==> config.mk <==
export PLATFORM = sky130hd
export DESIGN_NAME = identifier_number_tokenizer_unit
export DESIGN_NICKNAME = d
export VERILOG_FILES = /design/src/hw/rtl/tin_pkg.sv /design/src/hw/rtl/tin_step.sv /design/src/hw/rtl/tin_outq.sv /design/src/hw/rtl/identifier_number_tokenizer_unit.sv
export SDC_FILE = /design/constraint.sdc
export NUM_CORES = 1
export LEC_CHECK = 0
export BUFFER_PORTS_ARGS = -buffer_cell sky130_fd_sc_hd__buf_2
export CAP_MARGIN = 15
export CORE_AREA = 2 2 297 299
export DETAILED_ROUTE_END_ITERATION = 16
export DIE_AREA = 0 0 299 301
export HOLD_SLACK_MARGIN = 0.15
export PLACE_DENSITY = 0.48
export SLEW_MARGIN = 10
export SYNTH_ARGS = -nofsm -noshare
export SYNTH_HDL_FRONTEND = slang
export SYNTH_SLANG_ARGS = --single-unit
export TNS_END_PERCENT = 5
==> constraint.sdc <==
create_clock -name i_clk -period 5.3 [get_ports i_clk]
set_clock_uncertainty 0.15 [all_clocks]
set_input_delay 0.265 -clock i_clk [delete_from_list [all_inputs] [get_ports i_clk]]
set_output_delay 0.265 -clock i_clk [all_outputs]
set_load 0.03 [all_outputs]
==> src/hw/rtl/tin_pkg.sv <==
`default_nettype none

package tin_pkg;

    localparam int OFFSET_BITS_DEF = 16;
    localparam int LINE_BITS_DEF   = 16;
    localparam int COLUMN_BITS_DEF = 12;

    localparam int CH_W    = 8;
    localparam int VALUE_W = 32;
    localparam int LEN_W   = 12;
    localparam int KIND_W  = 2;
    localparam int DIGIT_W = 4;

    localparam logic [LEN_W-1:0] LEN_MAX = 12'hFFF;
    localparam logic [LEN_W-1:0] LEN_ONE = 12'h001;

    localparam int Q_DEPTH = 4;
    localparam int Q_PTR_W = 2;
    localparam int Q_CNT_W = 3;

    localparam logic [CH_W-1:0] CH_TAB        = 8'h09;
    localparam logic [CH_W-1:0] CH_NEWLINE    = 8'h0A;
    localparam logic [CH_W-1:0] CH_VTAB       = 8'h0B;
    localparam logic [CH_W-1:0] CH_FORMFEED   = 8'h0C;
    localparam logic [CH_W-1:0] CH_RETURN     = 8'h0D;
    localparam logic [CH_W-1:0] CH_SPACE      = 8'h20;
    localparam logic [CH_W-1:0] CH_ZERO       = 8'h30;
    localparam logic [CH_W-1:0] CH_NINE       = 8'h39;
    localparam logic [CH_W-1:0] CH_UPPER_A    = 8'h41;
    localparam logic [CH_W-1:0] CH_UPPER_Z    = 8'h5A;
    localparam logic [CH_W-1:0] CH_UNDERSCORE = 8'h5F;
    localparam logic [CH_W-1:0] CH_LOWER_A    = 8'h61;
    localparam logic [CH_W-1:0] CH_LOWER_Z    = 8'h7A;

    typedef enum logic [KIND_W-1:0] {
        KIND_NUMBER = 2'd0,
        KIND_IDENT  = 2'd1,
        KIND_OTHER  = 2'd2
    } t_kind;

    typedef enum logic [2:0] {
        MODE_IDLE   = 3'b001,
        MODE_NUMBER = 3'b010,
        MODE_IDENT  = 3'b100
    } t_mode;

    typedef struct packed {
        logic push0;
        logic push1;
    } t_push;

    function automatic int data_w(int ob, int lb, int cb);
        return ((VALUE_W + ob + lb + cb + LEN_W + 7) / 8) * 8;
    endfunction

    function automatic logic is_decimal(logic [CH_W-1:0] c);
        return (c >= CH_ZERO) && (c <= CH_NINE);
    endfunction

    function automatic logic is_alpha(logic [CH_W-1:0] c);
        return ((c >= CH_UPPER_A) && (c <= CH_UPPER_Z)) ||
               ((c >= CH_LOWER_A) && (c <= CH_LOWER_Z));
    endfunction

    function automatic logic is_space(logic [CH_W-1:0] c);
        return (c == CH_TAB) || (c == CH_NEWLINE) || (c == CH_VTAB) ||
               (c == CH_FORMFEED) || (c == CH_RETURN) || (c == CH_SPACE);
    endfunction

endpackage

`default_nettype wire

==> src/hw/rtl/tin_step.sv <==
`default_nettype none

module tin_step #(
    parameter int OFFSET_BITS = tin_pkg::OFFSET_BITS_DEF,
    parameter int LINE_BITS   = tin_pkg::LINE_BITS_DEF,
    parameter int COLUMN_BITS = tin_pkg::COLUMN_BITS_DEF,
    parameter int ENTRY_W     = tin_pkg::data_w(OFFSET_BITS, LINE_BITS, COLUMN_BITS)
                                + tin_pkg::KIND_W + 1
) (
    input  wire logic                      i_clk,
    input  wire logic                      i_rst_n,
    input  wire logic                      i_fire,
    input  wire logic [tin_pkg::CH_W-1:0]  i_ch,
    input  wire logic                      i_last,
    output tin_pkg::t_push                 o_push,
    output logic [ENTRY_W-1:0]             o_entry0,
    output logic [ENTRY_W-1:0]             o_entry1
);
    import tin_pkg::*;

    localparam int RAW_W  = VALUE_W + OFFSET_BITS + LINE_BITS + COLUMN_BITS + LEN_W;
    localparam int DATA_W = data_w(OFFSET_BITS, LINE_BITS, COLUMN_BITS);

    t_mode                  r_mode, n_mode;
    logic [VALUE_W-1:0]     r_acc, n_acc;
    logic [OFFSET_BITS-1:0] r_start_off, n_start_off;
    logic [LINE_BITS-1:0]   r_start_line, n_start_line;
    logic [COLUMN_BITS-1:0] r_start_col, n_start_col;
    logic [LEN_W-1:0]       r_len, n_len;
    logic [OFFSET_BITS-1:0] r_off, n_off;
    logic [LINE_BITS-1:0]   r_line, n_line;
    logic [COLUMN_BITS-1:0] r_col, n_col;

    logic [CH_W-1:0]    w_dsub;
    logic [DIGIT_W-1:0] w_digit;
    logic [VALUE_W-1:0] w_acc10;
    logic [LEN_W-1:0]   w_len_inc;
    logic               w_dig, w_let, w_us, w_sp;
    logic               w_cont, w_end_open, w_other, w_final;
    logic [ENTRY_W-1:0] w_e_other, w_e_fin, w_second;

    function automatic logic [ENTRY_W-1:0] pack_entry(
        t_kind                  kind,
        logic [VALUE_W-1:0]     value,
        logic [OFFSET_BITS-1:0] off,
        logic [LINE_BITS-1:0]   line,
        logic [COLUMN_BITS-1:0] col,
        logic [LEN_W-1:0]       len,
        logic                   last
    );
        logic [DATA_W-1:0] d;
        d            = '0;
        d[RAW_W-1:0] = {len, col, line, off, value};
        return {last, kind, d};
    endfunction

    function automatic t_kind kind_of(t_mode m);
        return (m == MODE_NUMBER) ? KIND_NUMBER : KIND_IDENT;
    endfunction

    assign w_dig     = is_decimal(i_ch);
    assign w_let     = is_alpha(i_ch);
    assign w_us      = (i_ch == CH_UNDERSCORE);
    assign w_sp      = is_space(i_ch);
    assign w_dsub    = i_ch - CH_ZERO;
    assign w_digit   = w_dsub[DIGIT_W-1:0];
    assign w_acc10   = {r_acc[VALUE_W-4:0], 3'b000} + {r_acc[VALUE_W-2:0], 1'b0}
                       + {{(VALUE_W-DIGIT_W){1'b0}}, w_digit};
    assign w_len_inc = (r_len == LEN_MAX) ? r_len : r_len + LEN_ONE;

    always_comb begin
        n_mode       = r_mode;
        n_acc        = r_acc;
        n_start_off  = r_start_off;
        n_start_line = r_start_line;
        n_start_col  = r_start_col;
        n_len        = r_len;
        w_end_open   = 1'b0;
        w_other      = 1'b0;

        unique case (r_mode)
            MODE_NUMBER: w_cont = w_dig;
            MODE_IDENT:  w_cont = w_let | w_dig | w_us;
            default:     w_cont = 1'b0;
        endcase

        if (w_cont) begin
            if (r_mode == MODE_NUMBER) begin
                n_acc = w_acc10;
            end
            n_len = w_len_inc;
        end else begin
            w_end_open = (r_mode == MODE_NUMBER) || (r_mode == MODE_IDENT);
            n_mode     = MODE_IDLE;
            n_acc      = '0;
            n_len      = '0;
            if (w_let || w_dig) begin
                n_mode       = w_let ? MODE_IDENT : MODE_NUMBER;
                n_acc        = w_let ? '0 : {{(VALUE_W-DIGIT_W){1'b0}}, w_digit};
                n_start_off  = r_off;
                n_start_line = r_line;
                n_start_col  = r_col;
                n_len        = LEN_ONE;
            end else if (!w_sp) begin
                w_other = 1'b1;
            end
        end

        n_off = r_off + 1'b1;
        if (i_ch == CH_NEWLINE) begin
            n_line = r_line + 1'b1;
            n_col  = '0;
        end else begin
            n_line = r_line;
            n_col  = r_col + 1'b1;
        end

        w_final = i_last && (n_mode != MODE_IDLE);
        w_e_fin = pack_entry(kind_of(n_mode), (n_mode == MODE_NUMBER) ? n_acc : '0,
                             n_start_off, n_start_line, n_start_col, n_len, 1'b1);

        if (i_last) begin
            n_off  = '0;
            n_line = '0;
            n_col  = '0;
            if (w_final) begin
                n_mode = MODE_IDLE;
                n_acc  = '0;
                n_len  = '0;
            end
        end
    end

    assign w_e_other = pack_entry(KIND_OTHER, '0, r_off, r_line, r_col, LEN_ONE, 1'b1);
    assign w_second  = w_other ? w_e_other : w_e_fin;

    assign o_push.push0 = i_fire && (w_end_open || w_other || w_final);
    assign o_push.push1 = i_fire && w_end_open && (w_other || w_final);
    assign o_entry0     = w_end_open
                          ? pack_entry(kind_of(r_mode),
                                       (r_mode == MODE_NUMBER) ? r_acc : '0,
                                       r_start_off, r_start_line, r_start_col, r_len,
                                       !(w_other || w_final))
                          : w_second;
    assign o_entry1     = w_second;

    always_ff @(posedge i_clk) begin
        if (!i_rst_n) begin
            r_mode       <= MODE_IDLE;
            r_acc        <= '0;
            r_start_off  <= '0;
            r_start_line <= '0;
            r_start_col  <= '0;
            r_len        <= '0;
            r_off        <= '0;
            r_line       <= '0;
            r_col        <= '0;
        end else if (i_fire) begin
            r_mode       <= n_mode;
            r_acc        <= n_acc;
            r_start_off  <= n_start_off;
            r_start_line <= n_start_line;
            r_start_col  <= n_start_col;
            r_len        <= n_len;
            r_off        <= n_off;
            r_line       <= n_line;
            r_col        <= n_col;
        end
    end

endmodule

`default_nettype wire

==> src/hw/rtl/tin_outq.sv <==
`default_nettype none

module tin_outq #(
    parameter int ENTRY_W = tin_pkg::data_w(tin_pkg::OFFSET_BITS_DEF, tin_pkg::LINE_BITS_DEF,
                                            tin_pkg::COLUMN_BITS_DEF) + tin_pkg::KIND_W + 1
) (
    input  wire logic               i_clk,
    input  wire logic               i_rst_n,
    input  wire tin_pkg::t_push     i_push,
    input  wire logic [ENTRY_W-1:0] i_entry0,
    input  wire logic [ENTRY_W-1:0] i_entry1,
    output logic                    o_space,
    output logic                    o_valid,
    input  wire logic               i_ready,
    output logic [ENTRY_W-1:0]      o_entry
);
    import tin_pkg::*;

    logic [ENTRY_W-1:0] r_mem [Q_DEPTH];
    logic [Q_PTR_W-1:0] r_wr, n_wr;
    logic [Q_PTR_W-1:0] r_rd;
    logic [Q_CNT_W-1:0] r_count, n_count;
    logic [Q_PTR_W-1:0] w_wr1;
    logic               w_pop;

    assign w_wr1   = r_wr + 1'b1;
    assign w_pop   = o_valid && i_ready;
    assign o_valid = (r_count != '0);
    assign o_entry = r_mem[r_rd];
    assign o_space = (r_count <= Q_CNT_W'(Q_DEPTH - 2));

    assign n_wr    = r_wr + Q_PTR_W'(i_push.push0) + Q_PTR_W'(i_push.push1);
    assign n_count = r_count + Q_CNT_W'(i_push.push0) + Q_CNT_W'(i_push.push1)
                     - Q_CNT_W'(w_pop);

    always_ff @(posedge i_clk) begin
        if (i_push.push0) begin
            r_mem[r_wr] <= i_entry0;
        end
        if (i_push.push1) begin
            r_mem[w_wr1] <= i_entry1;
        end
    end

    always_ff @(posedge i_clk) begin
        if (!i_rst_n) begin
            r_wr    <= '0;
            r_rd    <= '0;
            r_count <= '0;
        end else begin
            r_wr    <= n_wr;
            r_count <= n_count;
            if (w_pop) begin
                r_rd <= r_rd + 1'b1;
            end
        end
    end

    a_count_bound: assert property (@(posedge i_clk) disable iff (!i_rst_n)
        r_count <= Q_CNT_W'(Q_DEPTH))
        else $error("result queue count beyond depth");

    a_push_order: assert property (@(posedge i_clk) disable iff (!i_rst_n)
        i_push.push1 |-> i_push.push0)
        else $error("second result pushed without first");

    a_push_room: assert property (@(posedge i_clk) disable iff (!i_rst_n)
        i_push.push0 |-> o_space)
        else $error("push into queue without room for two results");

    a_count_track: assert property (@(posedge i_clk) disable iff (!i_rst_n)
        (i_push.push0 && !w_pop) |=> (r_count != '0))
        else $error("queue empty right after a push");

endmodule

`default_nettype wire

==> src/hw/rtl/identifier_number_tokenizer_unit.sv <==
`default_nettype none

// Lexer for identifiers, decimal numbers and single-character tokens. One source byte
// is taken per cycle on the slave side while the result queue has room for two
// results (tlast marks the last byte of a text); each token leaves on the master side
// with its kind in tuser and value, start offset, line, column and length in tdata. A
// byte may close one token and produce another, so it can yield two results; the
// master side sends one result per cycle while tready is high, and a four-entry result
// queue decouples the two sides. A byte's first result passes the input register, then
// goes through the scanner into the queue. Bytes keep flowing as long as results drain;
// a byte that yields two results takes two output transfers.
module identifier_number_tokenizer_unit #(
    parameter int OFFSET_BITS = tin_pkg::OFFSET_BITS_DEF,
    parameter int LINE_BITS   = tin_pkg::LINE_BITS_DEF,
    parameter int COLUMN_BITS = tin_pkg::COLUMN_BITS_DEF
) (
    input  wire logic                           i_clk,
    input  wire logic                           i_rst_n,
    // ch
    input  wire logic [tin_pkg::CH_W-1:0]       i_s_tdata,
    input  wire logic                           i_s_tlast,
    input  wire logic                           i_s_tvalid,
    output logic                                o_s_tready,
    // number_value, start_offset, start_line, start_column, token_length, zero pad
    output logic [tin_pkg::data_w(OFFSET_BITS, LINE_BITS, COLUMN_BITS)-1:0] o_m_tdata,
    // kind
    output logic [tin_pkg::KIND_W-1:0]          o_m_tuser,
    output logic                                o_m_tlast,
    output logic                                o_m_tvalid,
    input  wire logic                           i_m_tready
);
    import tin_pkg::*;

    localparam int DATA_W  = data_w(OFFSET_BITS, LINE_BITS, COLUMN_BITS);
    localparam int ENTRY_W = DATA_W + KIND_W + 1;

    logic               r_in_valid;
    logic [CH_W-1:0]    r_in_ch;
    logic               r_in_last;
    logic               w_space;
    logic               w_fire;
    t_push              w_push;
    logic [ENTRY_W-1:0] w_entry0, w_entry1, w_head;

    assign w_fire     = r_in_valid && w_space;
    assign o_s_tready = !r_in_valid || w_space;

    always_ff @(posedge i_clk) begin
        if (!i_rst_n) begin
            r_in_valid <= 1'b0;
        end else if (o_s_tready) begin
            r_in_valid <= i_s_tvalid;
        end
    end

    always_ff @(posedge i_clk) begin
        if (i_s_tvalid && o_s_tready) begin
            r_in_ch   <= i_s_tdata;
            r_in_last <= i_s_tlast;
        end
    end

    tin_step #(
        .OFFSET_BITS (OFFSET_BITS),
        .LINE_BITS   (LINE_BITS),
        .COLUMN_BITS (COLUMN_BITS),
        .ENTRY_W     (ENTRY_W)
    ) u_step (
        .i_clk    (i_clk),
        .i_rst_n  (i_rst_n),
        .i_fire   (w_fire),
        .i_ch     (r_in_ch),
        .i_last   (r_in_last),
        .o_push   (w_push),
        .o_entry0 (w_entry0),
        .o_entry1 (w_entry1)
    );

    tin_outq #(
        .ENTRY_W (ENTRY_W)
    ) u_outq (
        .i_clk    (i_clk),
        .i_rst_n  (i_rst_n),
        .i_push   (w_push),
        .i_entry0 (w_entry0),
        .i_entry1 (w_entry1),
        .o_space  (w_space),
        .o_valid  (o_m_tvalid),
        .i_ready  (i_m_tready),
        .o_entry  (w_head)
    );

    assign o_m_tdata = w_head[DATA_W-1:0];
    assign o_m_tuser = w_head[DATA_W +: KIND_W];
    assign o_m_tlast = w_head[ENTRY_W-1];

endmodule

`default_nettype wire

# After elaboration in Yosys (flattened, before gate mapping)

Memory sizes are Yosys's and may differ from the RTL's. A register that Yosys moved wholly into a read port is not among the register bits.
Index checks and enable logic that the tools add are counted.

Latch bits: 0
Input port bits: 13
Bits in writable memories: 364
Memories kept: 1
Word-level logic and storage cells: 122
Register bits: 152
Memory bits (read-only): 0
Output and inout port bits: 93

Memory list:

| name         | words | bits a word | read ports | clocked after memory_dff | write ports | line           | source |
|---|---|---|---|---|---|---|---|
| u_outq.r_mem | 4     | 91          | 1          | 1                        | 2           | tin_outq.sv:19 | `logic [ENTRY_W-1:0] r_mem [Q_DEPTH];` |

Bitwise gates (word level): 2
$add $sub $neg: 14
Reductions and logical operators: 27
Div/mod/pow operators: 0
$mul: 0
Equal/unequal tests: 12
Magnitude comparators: 7
Mux-type cells: 44
Shifts and indexed selects: 0

Operator list:

| cell                  | number |
|---|---|
| $mux 32               | 7 |
| $mux 16               | 7 |
| $mux 12               | 8 |
| $mux 91               | 1 |
| $mux 90               | 1 |
| $eq 8x4->1 const B    | 5 |
| $add 16x1->16 const B | 2 |
| $add 32x32->32        | 1 |
| $add 32x4->32         | 1 |
| $add 12x1->12 const B | 2 |
| $ge 8x7->1 const B    | 2 |
| $le 8x7->1 const B    | 2 |
| $mux 3                | 5 |
| $eq 12x12->1 const B  | 1 |
| $logic_or 1x1->1      | 12 |
| $mux 1                | 11 |
| $logic_and 1x1->1     | 10 |
| $eq 8x6->1 const B    | 1 |
| $eq 8x7->1 const B    | 1 |
| $ge 8x6->1 const B    | 1 |
| $le 8x6->1 const B    | 1 |
| $add 3x1->3           | 2 |
| $eq 3x2->1 const B    | 2 |
| $add 2x1->2           | 2 |
| other kinds (14)      | 18 |

# Logic depth before layout (Yosys ltp)

Gate-level depths: netlist of run 1.

Depth in word-level cells: 15
Mapped depth: 16

# Hierarchy

A second synthesis of run 1 with hierarchy kept.

Cells, all modules: 2,187
Area total of the unflattened synthesis: 28,114.5 um^2

By module, submodules not included:

| module                           | cells each | sequential area each (um^2) | instances | area an instance (um^2) |
|---|---|---|---|---|
| tin_outq                         | 928        | 11,110.7                    | 1         | 18,038.6 |
| tin_step                         | 1,244      | 2,702.6                     | 1         | 9,740.6 |
| identifier_number_tokenizer_unit | 15         | 290.3                       | 1         | 335.3 |

# Least setup slack after synthesis of run 1

No wires, ideal clock.

Path kind: reg-to-reg
From: reg r_in_ch[1]
To: reg u_outq.r_count[2]
Buffers on the path: 4
Arrival time: 4.124 ns
Stages on the path, launching flop included: 16
Data required time: 5.035 ns
Setup time: 0.115 ns
Path slack: 0.911 ns
Path through: edfxtp_1 buf_2 or3_4 or3_4 a2111oi_4 nand2b_1 clkbuf_1 clkbuf_1 clkbuf_1 nand3_1 ha_1 inv_1 fa_1 fa_1 xnor2_1 and2_1

Cells in the longest elaborated chain, start to end: 15

Ends and longest elaborated chain:

| item                                                                | line                                   | source |
|---|---|---|
| start: declaration                                                  | identifier_number_tokenizer_unit.sv:38 | `logic [CH_W-1:0] r_in_ch;` |
| start signal: assignment                                            | identifier_number_tokenizer_unit.sv:58 | `r_in_ch <= i_s_tdata;` |
| parallel branches: the longest is 13 deep, another holds $ge 8x7->1 | --                                     |  |
| $add 3x1->3 *                                                       | tin_outq.sv:33                         | `assign n_count = r_count + Q_CNT_W'(i_push.push0) + Q_CNT_W'(i_push.push1)` |
| $sub 3x1->3 *                                                       | tin_outq.sv:34                         | `- Q_CNT_W'(w_pop);` |
| end signal: assignment                                              | tin_outq.sv:52                         | `r_count <= n_count;` |
| end: declaration                                                    | tin_outq.sv:22                         | `logic [Q_CNT_W-1:0] r_count, n_count;` |

Mark *: on every way between the ends.
A chain may end at the register's enable or synchronous reset.

==> flow_metrics.py, run 1 <==
metrics = {
    "run_status": {
        "outcome": "finished clean",
    },
    "clock_tree": {
        "worst_skew_pair.late_latency_ps": 640,
        "cts_buffers": 56,
        "cts_buffer_depth": 3,
        "htreeDepth": 2,
        "cts_tree": "yes",
        "cts.sinks": 518,
        "cts_root_buf": "clkbuf_16",
        "post_cts_resized": 0,
        "clk_pin_slew_ps": 60,
    },
    "place": {
        "gp_congestion": 0.866,
        "numPortBuffers": 105,
        "dp_hpwl_um": 48000,
    },
    "timing": {
        "tns_ps": 0,
        "final_hold_viol_count": 0,
        "max_freq_mhz": 221,
        "tightest_slew_ps": 1110,
        "fin_crit_ps": 4530,
        "slew_violations": 0,
        "finalCritPeriodShare_pct": 85.4,
        "rsz0062_at_grt": "false",
        "setup_viol": 0,
        "slew_headroom_pct": 25.7,
    },
    "setup_path": {
        "crit_fanout": 30,
        "r2r-start": "r_in_ch[2]$_DFFE_PP_",
        "worstPathRequired_ps": 5450,
        "startpoint": "r_in_ch[2]$_DFFE_PP_",
        "reg2reg_setup_slack_ps": 770,
        "crit_path_cell_trace": "or3_4 -> or3_4 -> a211oi_4 -> mux2i_1 -> nand3_2 -> and2_2 -> inv_4 -> buf_4",
        "worst-path-stages": 8,
        "path_common_cell": "or3_4",
        "critPathCapture": "u_outq.r_mem[1][24]$_DFFE_PP_",
        "timing_worst_setup_path_type": "flip-flop to flip-flop",
        "critical_path.slowest_cell": "mux2i_1",
        "reg2regPathDepth": 8,
        "critPathArrivalTime_ps": 4680,
        "cp-end-kind": "flip-flop",
        "rr_endpoint": "u_outq.r_mem[1][24]$_DFFE_PP_",
        "startpoint_type": "flip-flop",
        "cp_top_family": "simple AND/OR/NAND/NOR gates",
        "max_stage_delay_ps": 570,
        "cp_num_buf_inv": 2,
    },
    "pwr": {
        "ir_worst_vdd_uv": 252,
        "leakage_nw": 9.32,
        "power_density_nw_per_um2": 377,
    },
    "die": {
        "rows": 108,
        "die_width_um": 299,
        "fp.dieH_um": 301,
        "core-area_sq_um": 86500,
        "start_util_pct": 29.9,
        "ios": 106,
        "die_area_sq_um": 90000,
    },
    "global_routing": {
        "grt.overflow.total": 0,
        "antenna_found_initial": 1,
        "grt_pass1_wl_um": 119000,
        "grt_max_degree": 69,
        "grtUsageTotal_pct": 17.3,
        "first_global_vias": 19000,
    },
    "route": {
        "drc": 0,
        "firstDrtPassIters": 8,
        "dr_total_vias": 18800,
        "detail-route-antenna-nets": 0,
        "drt_iter0_markers": 1535,
        "wl_per_cell_um": 22.6,
        "finalWirelength_um": 79100,
        "vias_per_cell": 5.39,
    },
    "yosys": {
        "synth-seq-cells": 518,
        "syn_inst": 2257,
        "synth_flop_cell": "edfxtp_1",
        "synth_fp_nets": 2339,
        "synthArstFlopShare_pct": 0,
        "synth_area_per_cell_sq_um": 11.5,
        "yosysUniqueCellTypes": 67,
        "netlist_area_sq_um": 25900,
        "ys.warnings.count": 0,
        "ys_seq_area_share_pct": 54.3,
        "synth_edf_count": 369,
    },
    "worst_hold_path": {
        "hp-class": "input port to flip-flop",
    },
    "cells_and_area": {
        "final_common_cell": "edfxtp_1",
        "antenna_cells": 0,
        "final_cell_mix": "edfxtp_1, nand2_1, a21oi_1, a22o_1, nand3_1",
        "drive_gt1_share_pct": 15.3,
        "final_core_util_pct": 34.3,
        "fin_nets": 2374,
        "area_delta_synth_final_pct": 14.4,
    },
    "flow_run": {
        "maxCapViolations": 0,
    },
}
==> per-stage QoR <==
step	cells	hold WS, ps	setup WS (ps)	area [sq um]	power, mW
floorplan	2257	214	911	25900	6.50
global placement	3376	295	908	27700	7.46
detailed placement	3376	307	763	27700	7.46
CTS	3493	250	765	29600	11.4
global route	3494	268	528	29600	11.6
finish	3494	277	772	29600	11.2
==> power by group <==
group          switching [mW]  total [mW]  internal (mW)
Sequential              0.163        4.70           4.54
Combinational            1.72        2.59          0.877
Clock                    1.67        3.88           2.21
Total                    3.55        11.2           7.63
==> logic make-up (layout without fill, tap and decap cells) <==
group	Yosys count	count (layout)	share of synthesized area, %
and+or+nand+nor	671	671	12.3
AOI/OAI and AO/OA	615	615	16.1
DFF	518	518	54.3
buffers and inverters	222	304	3.47
muxes	95	95	8.07
adders and majority gates	69	69	3.48
xor gates and xnor gates	67	67	2.27
==> flip-flops by register name, summed over array words and instances (netlist names), 16 cells and up, named ones only <==
name / cells
u_outq.r_mem: 364
u_step.r_start_off: 16
u_step.r_acc: 32
u_step.r_off: 16
u_step.r_start_line: 16
u_step.r_line: 16
==> cell type report <==
class	instances	area [sq um]
Inverter	30	123
Clock buffer	81	1580
Clock inverter	24	224
Fill cell	8632	56900
Sequential cell	518	14100
Tap cell	1155	1450
Multi-Input combinational cell	1517	11100
Timing Repair Buffer	169	1120
==> timing repair <==
item                      4_1_cts  5_1_grt
hold endpoints to repair       55        0
setup buffers                   0        0
hold buffers                   12        0
==> worst reg2reg max path, cell delays in order, from the launching register on <==
cell	delay (ps)
edfxtp_1	530
or3_4	460
or3_4	390
a211oi_4	370
mux2i_1	570
nand3_2	550
and2_2	400
inv_4	440
buf_4	350
==> layer usage <==
metal / global-route usage, % / vias up / wire length (um) / share of wire [%]
li1: - / 8654 / - / -
met2: 30.4 / 539 / 39900 / 50
met5: 0 / - / 0 / 0
met1: 22.5 / 9535 / 34000 / 43
met3: 2.15 / 112 / 3520 / 4.4
met4: 4.31 / 0 / 1700 / 2.1
==> cells in the mapped netlist, drive strengths merged, types with 10 or more instances <==
master | n | area, sq um
edfxtp | 369 | 11100
a21oi | 221 | 1120
nand2 | 221 | 830
a22o | 182 | 1590
nand3 | 180 | 901
dfxtp | 149 | 2980
clkbuf | 145 | 548
nor2 | 108 | 405
mux4 | 91 | 2050
o21ai | 75 | 375
ha | 64 | 801
a21boi | 47 | 353
buf | 47 | 239
and2 | 37 | 231
xnor2 | 35 | 307
xor2 | 32 | 280
nor2b | 31 | 194
inv | 30 | 113
and3 | 20 | 125
a22oi | 19 | 143
nand4 | 18 | 113
nor3 | 16 | 80.1
or3 | 16 | 110
a21o | 11 | 82.6
a31oi | 10 | 62.6
==> worst min-delay path by stage <==
stage / depth (start not counted) / start / slack (ps) / to
global placement: 1 / u_outq.r_mem[2][90]$_SDFFE_PP1N_ / 300 / u_outq.r_mem[2][90]$_SDFFE_PP1N_
global route: 2 / i_s_tdata[4] / 270 / r_in_ch[4]$_DFFE_PP_
finish: 2 / i_s_tdata[4] / 280 / r_in_ch[4]$_DFFE_PP_
CTS: 2 / i_s_tdata[6] / 250 / r_in_ch[6]$_DFFE_PP_
floorplan: 0 / i_s_tdata[0] / 210 / r_in_ch[0]$_DFFE_PP_
detailed placement: 2 / u_step.r_acc[31]$_SDFFE_PN0P_ / 310 / u_step.r_acc[31]$_SDFFE_PN0P_
(Power assumes the default switching activity.)
==> run 2, diff against run 1 <==
--- a/config.mk
+++ b/config.mk
@@ -5,11 +5,12 @@
 export SDC_FILE = /design/constraint.sdc
 export NUM_CORES = 1
 export LEC_CHECK = 0
+export ABC_AREA = 1
 export BUFFER_PORTS_ARGS = -buffer_cell sky130_fd_sc_hd__buf_2
 export CAP_MARGIN = 15
-export CORE_AREA = 2 2 297 299
+export CORE_AREA = 2 2 318 320
 export DETAILED_ROUTE_END_ITERATION = 16
-export DIE_AREA = 0 0 299 301
+export DIE_AREA = 0 0 320 322
 export HOLD_SLACK_MARGIN = 0.15
 export PLACE_DENSITY = 0.48
 export SLEW_MARGIN = 10
==> run 2 against run 1 <==
Routed wire length up 26%. First-iteration DRC count is 21% higher. Maximum frequency increased by 5.6%. Power grew 9.7%. Die area increased by 14%. Critical path depth increased by 9. Critical path type unchanged. Largest power group unchanged.
==> flow_metrics.py, run 2 <==
metrics = {
    "run_status": {
        "outcome": "finished clean",
    },
    "route": {
        "wl_per_cell_um": 19.0,
        "drt_iter0_markers": 1862,
        "finalWirelength_um": 99800,
        "detail-route-antenna-nets": 0,
        "firstDrtPassIters": 6,
        "vias_per_cell": 4.94,
        "drc": 0,
        "dr_total_vias": 26000,
    },
    "worst_hold_path": {
        "hp-class": "input port to flip-flop",
    },
    "cells_and_area": {
        "area_delta_synth_final_pct": 12.8,
        "reg_top3": "u_outq.r_mem x364, u_step.r_acc x32",
        "regArea_sq_um": 14100,
        "final_cell_mix": "nand2_1, nor2_1, inv_1, edfxtp_1, nand3_1",
        "multiInputGateArea_sq_um": 13300,
        "antenna_cells": 0,
        "n_fill_cell": 10500,
        "drive_gt1_share_pct": 7.80,
        "fin_nets": 3994,
        "final_common_cell": "nand2_1",
        "largest_register_ffs": 364,
        "top_register": "u_outq.r_mem",
    },
    "clock_tree": {
        "cts_buffer_depth": 3,
        "cts.sinks": 518,
        "post_cts_resized": 0,
        "worst_skew_pair.late_latency_ps": 640,
        "cts_buffers": 57,
        "clk_pin_slew_ps": 60,
        "cts_tree": "yes",
        "htreeDepth": 2,
        "cts_root_buf": "clkbuf_16",
    },
    "setup_path": {
        "timing_worst_setup_path_type": "flip-flop to flip-flop",
        "worstPathRequired_ps": 5650,
        "crit_path_cell_trace": "nor2_1 -> nand3_1 -> nand3_2 -> nand3_1 -> nand2_2 -> nand3_4 -> buf_4 -> inv_2 -> nand2_2 -> nor2_4 -> inv_1 -> ha_1 -> inv_1 -> fa_1 -> fa_1 -> xor2_1 -> nor2_1",
        "cp_num_buf_inv": 4,
        "cp_top_family": "simple AND/OR/NAND/NOR gates",
        "max_stage_delay_ps": 550,
        "cp-end-kind": "flip-flop",
        "startpoint_type": "flip-flop",
        "critical_path.slowest_cell": "nand3_4",
        "critPathArrivalTime_ps": 4640,
        "crit_fanout": 45,
    },
    "global_routing": {
        "grt_max_degree": 88,
        "antenna_found_initial": 1,
        "grt_pass1_wl_um": 152000,
        "grt.overflow.total": 0,
        "first_global_vias": 24700,
        "grtUsageTotal_pct": 19.1,
    },
    "timing": {
        "fin_crit_ps": 4290,
        "setup_viol": 0,
        "tns_ps": 0,
        "rsz0062_at_grt": "false",
        "tightest_slew_ps": 1020,
        "setup_ws_ps": 1010,
        "slew_headroom_pct": 31.9,
        "slew_violations": 0,
        "final_hold_viol_count": 0,
        "max_freq_mhz": 233,
        "finalCritPeriodShare_pct": 80.9,
    },
    "yosys": {
        "synth_area_per_cell_sq_um": 7.61,
        "synth_edf_count": 369,
        "synth_common_cells": "nand2_1, nor2_1, inv_1",
        "synth_top_area_share_pct": 37.4,
        "synth_area_leader_cell": "edfxtp_1",
        "synth_area_leaders": "edfxtp_1, nand2_1, dfxtp_1, nand3_1, nor2_1",
        "synth-seq-cells": 518,
        "yosysMostFrequentCell": "nand2_1",
        "ys_seq_area_share_pct": 47.5,
        "synth_flop_cell": "edfxtp_1",
        "ys.warnings.count": 0,
        "syn_inst": 3894,
        "netlist_area_sq_um": 29600,
        "synthArstFlopShare_pct": 0,
        "yosysUniqueCellTypes": 48,
        "synth_fp_nets": 3976,
    },
    "place": {
        "pre_cts_ws_ps": 1000,
        "gp_congestion": 0.819,
        "dp_hpwl_um": 62200,
        "numPortBuffers": 105,
    },
    "die": {
        "ios": 106,
        "die_width_um": 320,
        "die_area_sq_um": 103000,
        "rows": 116,
        "core-area_sq_um": 99600,
        "fp.dieH_um": 322,
        "start_util_pct": 29.8,
    },
    "pwr": {
        "leakage_nw": 13.6,
        "ir_worst_vdd_uv": 313,
        "power_density_nw_per_um2": 367,
    },
    "flow_run": {
        "maxCapViolations": 0,
    },
}
## run 2: changes by cell type after synthesis, sizes merged, moves of 31 or more
| cell | before | now |
|---|---|---|
| nand2 | 221 | 1115 |
| inv | 30 | 394 |
| nor2 | 108 | 444 |
| o21ai | 75 | 271 |
| a22o | 182 | 0 |
| nand3 | 180 | 348 |
| or2 | 1 | 105 |
| o22ai | 2 | 100 |
| mux4 | 91 | 0 |
| a21oi | 221 | 138 |
| a21boi | 47 | 1 |
| o211ai | 2 | 48 |
| nor2b | 31 | 0 |
## run 2: path summary, 6_finish.rpt
kind | from | to | slack, ps | cells past startpoint
hold reg to reg | u_outq.r_rd[1]$_SDFFE_PN0P_ | flip-flop | 310 | 2
setup / recovery | r_in_ch[3]$_DFFE_PP_ | u_outq.r_count[2]$_SDFF_PN0_ | 1010 | 17
setup reg to reg | r_in_ch[3]$_DFFE_PP_ | u_outq.r_count[2]$_SDFF_PN0_ | 1010 | 17
hold / removal | i_s_tdata[7] | r_in_ch[7]$_DFFE_PP_ | 220 | 2
## run 2: kinds of logic (layout without fill, tap and decap cells)
| family | after synthesis | in the layout | synth area share, % |
|---|---|---|---|
| adder cells (fa/ha/maj) | 69 | 69 | 3.04 |
| buffers and inverters | 603 | 670 | 7.88 |
| AND/OR/NAND/NOR | 2109 | 2109 | 30.3 |
| AO/OA/AOI/OAI | 569 | 569 | 10.6 |
| flip-flops | 518 | 518 | 47.5 |
| XOR/XNOR | 26 | 26 | 0.768 |
## run 2: power by group
part	internal, mW	switching, mW
registers	4.62	0.195
clock network	2.24	1.77
logic	0.815	2.63
## run 2: final cells by class
cell class	instances	share of cell area, %
Sequential cell	518	42.1
Multi-Input combinational cell	2773	39.9
Tap cell	1298	4.86
Clock buffer	72	4.68
Inverter	397	4.47
Timing Repair Buffer	165	3.16
Clock inverter	36	0.861
## run 2: timing repair
item	in CTS	in global routing
endpoints found under the setup margin	0	0
hold endpoints to repair	28	0
setup buffers	0	0
hold buffers	12	0
## run 2: through the flow
step	hold WS (ps)	utilization, %	power (mW)	instance area [sq um]	cells
floorplan	214	-	7.11	29600	3894
global placement	298	31.6	8.37	31500	5139
detailed placement	302	31.6	8.38	31500	5139
CTS	177	33.6	12.4	33400	5259
global route	205	33.6	12.8	33400	5259
finish	217	33.6	12.3	33400	5259
## run 2: layer usage
layer | vias to the layer above | track usage, % | share of wire [%]
met3 | 112 | 2.24 | 5.3
met2 | 668 | 30.6 | 45
met1 | 12300 | 27.5 | 48
met5 | - | 0 | 0
li1 | 12900 | - | -
met4 | 0 | 4.27 | 1.8
## run 2: worst register-to-register path: stages (launching register included)
cell and delay [ps]:
edfxtp_1 510, nor2_1 180, nand3_1 110, nand3_2 120, nand3_1 160, nand2_2 190, nand3_4 550, buf_4 520
inv_2 110, nand2_2 100, nor2_4 100, inv_1 50, ha_1 260, inv_1 40, fa_1 380, fa_1 410
xor2_1 150, nor2_1 50
